==> src/sv/lptdac_pkg.sv <==
// Shared types, constants and a helper function for the parallel-port DAC block.
package lptdac_pkg;

   localparam int FIFO_DEPTH = 16;
   localparam int PTR_W      = $clog2(FIFO_DEPTH);
   localparam int CNT_W      = $clog2(FIFO_DEPTH + 1);

   localparam logic [7:0] SILENT_LEVEL = 8'h80;
   localparam int         SELECT_BIT   = 3;
   localparam int         ACK_BIT      = 6;

   typedef enum logic [1:0] {
      OP_WRITE_DATA    = 2'd0,
      OP_READ_STATUS   = 2'd1,
      OP_WRITE_CONTROL = 2'd2,
      OP_RENDER        = 2'd3
   } op_type;

   typedef struct packed {
      op_type     op;
      logic [7:0] value;
   } req_type;

   typedef struct packed {
      logic [7:0]         read_data;
      logic signed [15:0] sample;
      logic               sample_valid;
   } rsp_type;

   // Advance a FIFO pointer, wrapping at the FIFO depth.
   function automatic logic [PTR_W-1:0] ptr_next(input logic [PTR_W-1:0] ptr);
      logic [PTR_W-1:0] nxt;
      if (ptr == PTR_W'(FIFO_DEPTH - 1)) begin
         nxt = '0;
      end else begin
         nxt = ptr + PTR_W'(1);
      end
      return nxt;
   endfunction

endpackage

==> src/sv/lpt_dac_fifo_sound_device_top.sv <==
// Top level of the parallel-port DAC with its sample FIFO.
//
//   Channel | Direction | Handshake                  | Payload
//   --------+-----------+----------------------------+-------------------------------
//   req     | in        | req_valid / req_stall      | lptdac_pkg::req_type (op, value)
//   rsp     | out       | rsp_valid / rsp_stall      | lptdac_pkg::rsp_type
//   csr     | in        | csr_write_enable           | csr_write_data (status base)
//
// Every request transfer yields exactly one response, valid in the next cycle.
// A new request is taken every cycle while the response register is empty or is
// being drained in the same cycle; the single response register sets that.
// Reset is synchronous and active high; the FIFO then holds one silent entry,
// the data latch holds the silent level and the control byte is zero.
// A stalled response holds its payload, and req_stall is high only then.
module lpt_dac_fifo_sound_device_top (
   input  logic                clock,
   input  logic                reset,
   input  logic                req_valid,
   output logic                req_stall,
   input  lptdac_pkg::req_type req_payload,
   output logic                rsp_valid,
   input  logic                rsp_stall,
   output lptdac_pkg::rsp_type rsp_payload,
   input  logic                csr_write_enable,
   input  logic [7:0]          csr_write_data
);

   // Architectural state.
   logic [7:0]                   status_base_ff;
   logic [7:0]                   latched_byte_ff, latched_byte_in;
   logic [7:0]                   control_byte_ff, control_byte_in;
   logic [7:0]                   store_ff [lptdac_pkg::FIFO_DEPTH];
   logic [lptdac_pkg::CNT_W-1:0] count_ff, count_in;
   logic [lptdac_pkg::PTR_W-1:0] rd_ptr_ff, rd_ptr_in;
   logic [lptdac_pkg::PTR_W-1:0] wr_ptr_ff, wr_ptr_in;

   // Response register.
   logic                rsp_valid_ff, rsp_valid_in;
   lptdac_pkg::rsp_type rsp_payload_ff, rsp_payload_in;

   logic       req_take;
   logic       fifo_full;
   logic       select_rise;
   logic       push;
   logic       pop;
   logic [7:0] front_byte;
   logic [7:0] status_byte;

   // The response register frees up either when empty or when its content
   // is transferred in this very cycle, so requests stream back to back.
   assign req_stall = rsp_valid_ff & rsp_stall;
   assign req_take  = req_valid & ~req_stall;

   assign fifo_full   = (count_ff == lptdac_pkg::CNT_W'(lptdac_pkg::FIFO_DEPTH));
   assign select_rise = ~control_byte_ff[lptdac_pkg::SELECT_BIT]
                        & req_payload.value[lptdac_pkg::SELECT_BIT];

   // A push needs a rising edge of the select bit and room in the FIFO.
   // A pop never takes the last entry, so the DAC keeps its level.
   assign push = req_take & (req_payload.op == lptdac_pkg::OP_WRITE_CONTROL)
                 & select_rise & ~fifo_full;
   assign pop  = req_take & (req_payload.op == lptdac_pkg::OP_RENDER)
                 & (count_ff > lptdac_pkg::CNT_W'(1));

   assign front_byte = store_ff[rd_ptr_ff];

   // The status byte is the configured base with the ack bit showing FIFO full.
   always_comb begin
      status_byte                      = status_base_ff;
      status_byte[lptdac_pkg::ACK_BIT] = fifo_full;
   end

   always_comb begin
      latched_byte_in = latched_byte_ff;
      control_byte_in = control_byte_ff;
      count_in        = count_ff;
      rd_ptr_in       = rd_ptr_ff;
      wr_ptr_in       = wr_ptr_ff;

      if (req_take) begin
         unique case (req_payload.op)
            lptdac_pkg::OP_WRITE_DATA: begin
               latched_byte_in = req_payload.value;
            end
            lptdac_pkg::OP_WRITE_CONTROL: begin
               control_byte_in = req_payload.value;
            end
            lptdac_pkg::OP_READ_STATUS,
            lptdac_pkg::OP_RENDER: begin
            end
            default: begin
            end
         endcase
      end

      if (push) begin
         wr_ptr_in = lptdac_pkg::ptr_next(wr_ptr_ff);
         count_in  = count_ff + lptdac_pkg::CNT_W'(1);
      end
      if (pop) begin
         rd_ptr_in = lptdac_pkg::ptr_next(rd_ptr_ff);
         count_in  = count_ff - lptdac_pkg::CNT_W'(1);
      end
   end

   // Response formation: one result per request, fields zero where unused.
   always_comb begin
      rsp_valid_in   = rsp_valid_ff & rsp_stall;
      rsp_payload_in = rsp_payload_ff;

      if (req_take) begin
         rsp_valid_in   = 1'b1;
         rsp_payload_in = '0;
         unique case (req_payload.op)
            lptdac_pkg::OP_READ_STATUS: begin
               rsp_payload_in.read_data = status_byte;
            end
            lptdac_pkg::OP_RENDER: begin
               // (byte - 128) * 256 is the byte with its top bit flipped, shifted up.
               rsp_payload_in.sample       = {~front_byte[7], front_byte[6:0], 8'h00};
               rsp_payload_in.sample_valid = 1'b1;
            end
            lptdac_pkg::OP_WRITE_DATA,
            lptdac_pkg::OP_WRITE_CONTROL: begin
            end
            default: begin
            end
         endcase
      end
   end

   always_ff @(posedge clock) begin
      if (reset) begin
         status_base_ff  <= 8'h00;
         latched_byte_ff <= lptdac_pkg::SILENT_LEVEL;
         control_byte_ff <= 8'h00;
         count_ff        <= lptdac_pkg::CNT_W'(1);
         rd_ptr_ff       <= '0;
         wr_ptr_ff       <= lptdac_pkg::PTR_W'(1);
         rsp_valid_ff    <= 1'b0;
      end else begin
         if (csr_write_enable) begin
            status_base_ff <= csr_write_data;
         end
         latched_byte_ff <= latched_byte_in;
         control_byte_ff <= control_byte_in;
         count_ff        <= count_in;
         rd_ptr_ff       <= rd_ptr_in;
         wr_ptr_ff       <= wr_ptr_in;
         rsp_valid_ff    <= rsp_valid_in;
      end
   end

   // Sample store: only the first entry has a reset value, the silent level
   // that the FIFO holds out of reset. Other entries are read only once written.
   always_ff @(posedge clock) begin
      if (reset) begin
         store_ff[0] <= lptdac_pkg::SILENT_LEVEL;
      end else if (push) begin
         store_ff[wr_ptr_ff] <= latched_byte_ff;
      end
   end

   always_ff @(posedge clock) begin
      rsp_payload_ff <= rsp_payload_in;
   end

   assign rsp_valid   = rsp_valid_ff;
   assign rsp_payload = rsp_payload_ff;

endmodule

==> config.mk <==
export PLATFORM = sky130hd
export DESIGN_NAME = lpt_dac_fifo_sound_device_top
export DESIGN_NICKNAME = d
export VERILOG_FILES = /design/src/sv/lptdac_pkg.sv /design/src/sv/lpt_dac_fifo_sound_device_top.sv
export SDC_FILE = /design/constraint.sdc
export NUM_CORES = 1
export LEC_CHECK = 0
export BUFFER_PORTS_ARGS = -buffer_cell sky130_fd_sc_hd__buf_2
export CAP_MARGIN = 40
export CORE_MARGIN = 3
export CORE_UTILIZATION = 60
export CTS_CLUSTER_DIAMETER = 120
export DETAILED_ROUTE_END_ITERATION = 12
export GPL_TIMING_DRIVEN = 0
export PLACE_DENSITY = 0.76
export SYNTH_ARGS = -nofsm -noshare
export SYNTH_HDL_FRONTEND = slang
export SYNTH_SLANG_ARGS = --single-unit
==> constraint.sdc <==
create_clock -name clock -period 3.21 [get_ports clock]
set_input_delay 0.8025 -clock clock [delete_from_list [all_inputs] [get_ports clock]]
set_output_delay 0.8025 -clock clock [all_outputs]
set_load 0.005 [all_outputs]
==> summary.md, run 1 <==
| Metric | Value |
|---|---|
| Root Buffer | clkbuf_16 |
| R2R setup slack | 360 ps |
| Post-CTS setup buffer count | 0 |
| DRC Markers | 0 |
| Worst-path clk slew | 60 ps |
| Fin crit share | between 80% and 90% |
| Setup TNS | 0 ps |
| CP required | between 3000 and 4000 ps |
| Final setup viols | 0 |
| Unique masters post-synth | 52 |
| Status | completed |
| Most frequent cells in the layout | edfxtp_1, buf_2, nor2_1 |
| Initial antenna violation count | 0 |
| Final Critical Period | 2853 ps |
| Global-route wire length before repair | 21.77 mm |
| Max Clk Rate | 0.3505 GHz |
| Main synth FF type | edfxtp_1 |
| Final nets | roughly 540 |
| Site Rows | 39 |
| Die Span X | between 100 and 150 um |
| Cts bufs inserted | 17 |
| R2R depth | 8 |
| Final WS setup | 356.7 ps |
| Vias per cell | 5.964 |
| Register area share after synthesis | 69.03% |
| Post-Synthesis Cells | approximately 440 |
| Layout cells sized above 1 | 27.53% |
| Grt total ovfl | 0 |
| GPL Wtd Cong | 0.8397 |
| First drt pass iteration count | 5 |
| Final Hold Vio Count | 0 |
| Slew Limit Fails | 0 |
| Die height | approximately 120 um |
| R2R Path Start | count_ff[0]$_SDFFE_PP1P_ |
| Via count | 3972 |
| Synthesized area per cell | 16.65 um^2 |
| Fin area | approximately 8400 um^2 |
| Commonest non-fill, non-tap cell in the layout | edfxtp_1 |
| WHS | 489.2 ps |
| Initial Util | 62.54% |
| Crit-path leading delay family | simple AND/OR/NAND/NOR gates |
| Max_cap viols | 0 |
| Max clock buf depth | 2 |
| Rel. slew slack | 40.20% |
| Non-filler cells, final | approximately 670 |
| Crit Path Max Fanout | 10 |
| Layout area overhead | 14.53% |
| Pwr per Cell Area | 557.9 nW/um^2 |
| Max stage delay cell, worst path | nor3_1 |
| Post-synth EDFFs | 145 |
| WL/cell | 21.12 um |
| RSZ-0062 raised after global routing | no |
| Synth top area cells | edfxtp_1, dfxtp_1, mux4_2 |
| Seq cells post-synth | 179 |
| Worst vdd ir | 0.4377 mV |
| Hold path depth | 2 |
| Ports | 50 |
| Post-synth top area cell | edfxtp_1 |
| Worst setup EP type | flop |
| Worst skew pair latency | 420 ps |
| Dpl hpwl | 9.704 mm |
| Core ar. | 11660 um^2 |
| Endpoint, Worst Hold | control_byte_ff[3]$_SDFFE_PP0P_ |
| Setup WS pre-CTS | -22.03 ps |
| DRT iter0 DRCs | 317 |
| Cts hold-fix bufs | 0 |
| Die area | 13510 um^2 |
| CP Launch Type | flop |
| CTS tree | yes |
| Leak | 2.965 nW |
| Worst stage delay on the critical path | 550 ps |
| Clock skew | 6.554 ps |
| Worst-Margin Slew | 893.7 ps |
| Reg-to-Reg End | store_ff[3][3]$_DFFE_PP_ |
| Worst Hold Class | flop to flop |
| Number of global-route vias before repair | 4044 |
| Placed cell area | between 7000 and 8000 um^2 |
| CP bufs+invs | 3 |
| PortBufs | 37 |
| Placed cells | 633 |
| Resize count post-CTS | 0 |
| CTS H-tree lvls | 4 |
| # diodes | 0 |
| WP data arrival | 2980 ps |
| Maximum number of pins on one net before global-route repair | 18 |
| Post-Synthesis Cell Area | 7293 um^2 |
| Ys async rst share | 0% |
| Antenna-violating nets left | 0 |
| Worst path cell trace | inv_1 -> ha_1 -> nand4bb_1 -> nor4b_4 -> buf_6 -> nand3_1 -> nor3_1 -> buf_4 |
| Hold path startpoint | control_byte_ff[3]$_SDFFE_PP0P_ |
| Critical path class | flop to flop |
| DRT Wirelength | 14.07 mm |
| # clock sinks | 179 |
| Post-synth top area share | between 50% and 60% |
| Yosys Warn Count | 0 |
| GRT Overall Usage | 22.23% |
[area by class of cell]
class                           count  area [um^2]
Clock inverter                      4        33.78
Clock buffer                       28        549.3
Fill cell                         721         3309
Tap cell                          143        178.9
Sequential cell                   179         5035
Timing Repair Buffer               46        252.7
Multi-Input combinational cell    226         2048
Inverter                            8        30.03
Buffer                             32        225.2
[state kept, by name (all words and copies together) (netlist names), named ones only]
| name | cells |
|---|---|
| rsp_payload | 17 |
| status_base_ff | 7 |
| count_ff | 5 |
| store_ff | 128 |
| control_byte_ff | 1 |
| rsp_valid | 1 |
| wr_ptr_ff | 4 |
| rd_ptr_ff | 4 |
| latched_byte_ff | 8 |
[worst min-delay path: stages, from the launching register on]
cell and delay [ps]:
dfxtp_1 320, mux2i_1 60, nor2_1 70
[layer usage]
metal  part of all wire, %  up-vias  GRT usage [%]
met5                     0        -              0
met4                   1.8        0          8.121
met3                   3.8       22          4.508
met2                    52      101          37.99
met1                    43     2011          28.40
li1                      -     1838              -
[Yosys cell counts, drive strengths merged (7+ instances only)]
cell type,instances
and2,10
and3,12
buf,22
clkbuf,10
dfxtp,34
edfxtp,145
inv,8
mux2i,35
mux4,27
nand2,14
nor2,37
nor3,7
[where the power goes]
| part | switching [mW] | leakage (nW) | internal (mW) |
|---|---|---|---|
| Clock | 0.814 | 0.282 | 1.17 |
| Sequential | 0.0127 | 1.60 | 2.51 |
| Combinational | 0.0827 | 1.09 | 0.0673 |
| Total | 0.910 | 2.97 | 3.75 |
[how the worst max path moves through the flow]
stage	from	endpoint	slack [ps]	cells after the start
5_1_grt	count_ff[0]$_SDFFE_PP1P_	store_ff[11][0]$_DFFE_PP_	140	7
3_3_place_gp	req_valid	store_ff[4][3]$_DFFE_PP_	-710	7
4_1_cts	count_ff[0]$_SDFFE_PP1P_	store_ff[7][1]$_DFFE_PP_	320	7
2_1_floorplan	req_valid	store_ff[12][0]$_DFFE_PP_	220	6
6_report	count_ff[0]$_SDFFE_PP1P_	store_ff[3][3]$_DFFE_PP_	360	8
3_5_place_dp	req_valid	store_ff[7][3]$_DFFE_PP_	-20	7
[cells by family after synthesis]
family | share of synthesized area (%)
other cells | 0.05142
buf+inv | 3.500
fa+ha+maj | 1.029
flops | 69.03
mux | 14.07
simple gates | 8.046
compound gates | 4.272
[metrics by stage]
| stage | power, mW | util (%) |
|---|---|---|
| floorplan | 2.667 | - |
| global placement | 2.715 | 65.88 |
| detailed placement | 2.721 | 66.56 |
| CTS | 4.678 | 71.56 |
| global route | 4.781 | 71.62 |
| finish | 4.660 | 71.62 |
Power figures use the tool's default switching activity.
==> run 2, diff against run 1 <==
Settings changed: REMOVE_ABC_BUFFERS set to 1.
==> run 2 against run 1 <==
Net effect:
- register-to-register slack worse by 210 ps
- first-iteration DRC count is 15% higher
- die area stayed put
- worst setup slack worse by 210 ps
- sequential cell count stayed put
- global-route usage is 0.47 points lower
- count of clock-buffer cells in the layout is 2 lower
- combinational power is 12% lower
- maximum frequency is 6.9% lower
- sequential share of layout area is 1.4 points higher
- non-clock buffer count is 29 lower
- clock power is 2% higher
- critical endpoint is now store_ff[7][0]$_DFFE_PP_
- largest cell class unchanged
==> summary.md, run 2 (synthesis results as in run 1) <==
| Metric | Value |
|---|---|
| Status | completed (unchanged) |
| Slew Limit Fails | 0 (unchanged) |
| Ports | 50 (unchanged) |
| Dpl hpwl | 8.788 mm (was 9.704 mm) |
| R2R setup slack | 140 ps (was 360 ps) |
| Worst skew pair latency | 430 ps (was 420 ps) |
| Root Buffer | clkbuf_16 (unchanged) |
| Die height | 116.3 um (unchanged) |
| CTS tree | yes (unchanged) |
| Crit Path Max Fanout | 12 (was 10) |
| Final Hold Vio Count | 0 (unchanged) |
| Global-route wire length before repair | 20.96 mm (was 21.77 mm) |
| DRT Wirelength | 13.56 mm (was 14.07 mm) |
| Largest register FFs | 128 (unchanged) |
| Site Rows | 39 (unchanged) |
| Max clock buf depth | 2 (unchanged) |
| Final WS setup | 144.8 ps (was 356.7 ps) |
| Cts bufs inserted | 17 (unchanged) |
| CP required | 3260 ps (was 3340 ps) |
| Setup WS pre-CTS | -370.8 ps (was -22.03 ps) |
| Worst-path clk slew | 60 ps (about the same) |
| Core ar. | 11660 um^2 (unchanged) |
| WL/cell | 21.29 um (was 21.12 um) |
| WP data arrival | 3120 ps (was 2980 ps) |
| Most frequent cells in the layout | edfxtp_1, buf_2, nor2_1 (unchanged) |
| Maximum number of pins on one net before global-route repair | 31 (was 18) |
| Max_cap viols | 0 (unchanged) |
| Fin crit share | 95.49% (was 88.89%) |
| Max Clk Rate | 0.3262 GHz (was 0.3505 GHz) |
| Worst-Margin Slew | 839.7 ps (was 893.7 ps) |
| Antenna-violating nets left | 0 (unchanged) |
| Reg with most FFs | store_ff (unchanged) |
| Initial antenna violation count | 0 (unchanged) |
| CTS H-tree lvls | 4 (unchanged) |
| Rel. slew slack | 44.02% (was 40.20%) |
| GPL Wtd Cong | 0.8702 (was 0.8397) |
| Die area | 13510 um^2 (unchanged) |
| Hold path depth | 2 (unchanged) |
| Leak | 2.842 nW (was 2.965 nW) |
| Worst setup EP type | flop (unchanged) |
| Vias per cell | 6.024 (was 5.964) |
| First drt pass iteration count | 7 (was 5) |
| Layout cells sized above 1 | 24.90% (was 27.53%) |
| WHS | 487.6 ps (was 489.2 ps) |
| DRC Markers | 0 (unchanged) |
| Number of global-route vias before repair | 3835 (was 4044) |
| Clock skew | 8.676 ps (was 6.554 ps) |
| R2R depth | 7 (was 8) |
| Placed cells | 605 (was 633) |
| GRT Overall Usage | 21.76% (was 22.23%) |
| Cts hold-fix bufs | 0 (unchanged) |
| Layout area overhead | 11.94% (was 14.53%) |
| Commonest non-fill, non-tap cell in the layout | edfxtp_1 (unchanged) |
| Initial Util | 62.54% (unchanged) |
| # diodes | 0 (unchanged) |
| CP Launch Type | flop (unchanged) |
| Die Span X | 116.3 um (unchanged) |
| Worst Hold Class | flop to flop (unchanged) |
| Non-filler cells, final | 637 (was 666) |
| # clock sinks | 179 (unchanged) |
| Via count | 3837 (was 3972) |
| DRT iter0 DRCs | 363 (was 317) |
| RSZ-0062 raised after global routing | yes (was no) |
| Final nets | 510 (was 539) |
| Pwr per Cell Area | 574.7 nW/um^2 (was 557.9 nW/um^2) |
| Worst vdd ir | 0.4954 mV (was 0.4377 mV) |
| Final setup viols | 0 (unchanged) |
| Final Critical Period | 3065 ps (was 2853 ps) |
| PortBufs | 40 (was 37) |
| Grt total ovfl | 0 (unchanged) |
| Critical path class | flop to flop (unchanged) |
==> run 2: metal layers <==
metal  share of wire [%]  track usage, %  up-vias
met5                   0               0        -
met4                 1.5           7.038        0
met3                 5.5           6.010       20
met2                  50           35.16      132
met1                  43           29.04     1912
li1                    -               -     1773
==> run 2: timing repair <==
item	CTS	global route
endpoints found under the hold margin	0	0
buffers inserted	0	0
gates resized for setup	0	3
setup endpoints to repair	0	32
==> run 2: report_power, final <==
group,switching (mW),internal (mW)
Clock,0.791,1.24
Sequential,0.0157,2.51
Combinational,0.0767,0.0554
==> run 2: worst paths after layout <==
| kind | from | end |
|---|---|---|
| worst min-delay path | latched_byte_ff[0]$_SDFFE_PP0P_ | latched_byte_ff[0]$_SDFFE_PP0P_ |
| worst min register to register | latched_byte_ff[0]$_SDFFE_PP0P_ | latched_byte_ff[0]$_SDFFE_PP0P_ |
| worst max-delay path | count_ff[0]$_SDFFE_PP1P_ | store_ff[7][0]$_DFFE_PP_ |
| worst max register to register | count_ff[0]$_SDFFE_PP1P_ | store_ff[7][0]$_DFFE_PP_ |
==> run 2: final cells by class <==
| cell class | count | area (um^2) |
|---|---|---|
| clock buffers | 26 | 469.2 |
| clock inverters | 6 | 107.6 |
| fillers | 757 | 3498 |
| inverters | 8 | 30.03 |
| multi-input cells | 226 | 2061 |
| flip-flops and latches | 179 | 5037 |
| well taps | 143 | 178.9 |
| repair buffers | 49 | 280.3 |
==> run 2: worst max-delay path, cell delays in order (launching register included) <==
cell,delay (ps)
dfxtp_1,470
inv_1,100
ha_1,220
nand4bb_1,130
nor4b_4,590
buf_8,240
nand3_1,230
nor2_1,700
==> run 2: per-stage QoR <==
step                      power (mW)  cell area (um^2)  utilization [%]  TNS (ps)
after floorplan                2.643              7094                -     -3081
after global placement         2.698              7473            64.08    -87670
after detailed placement       2.707              7575            64.95    -12920
after CTS                      4.721              8152            69.90         0
after global routing           4.836              8164            70.00    -373.6
final                          4.692              8164            70.00         0
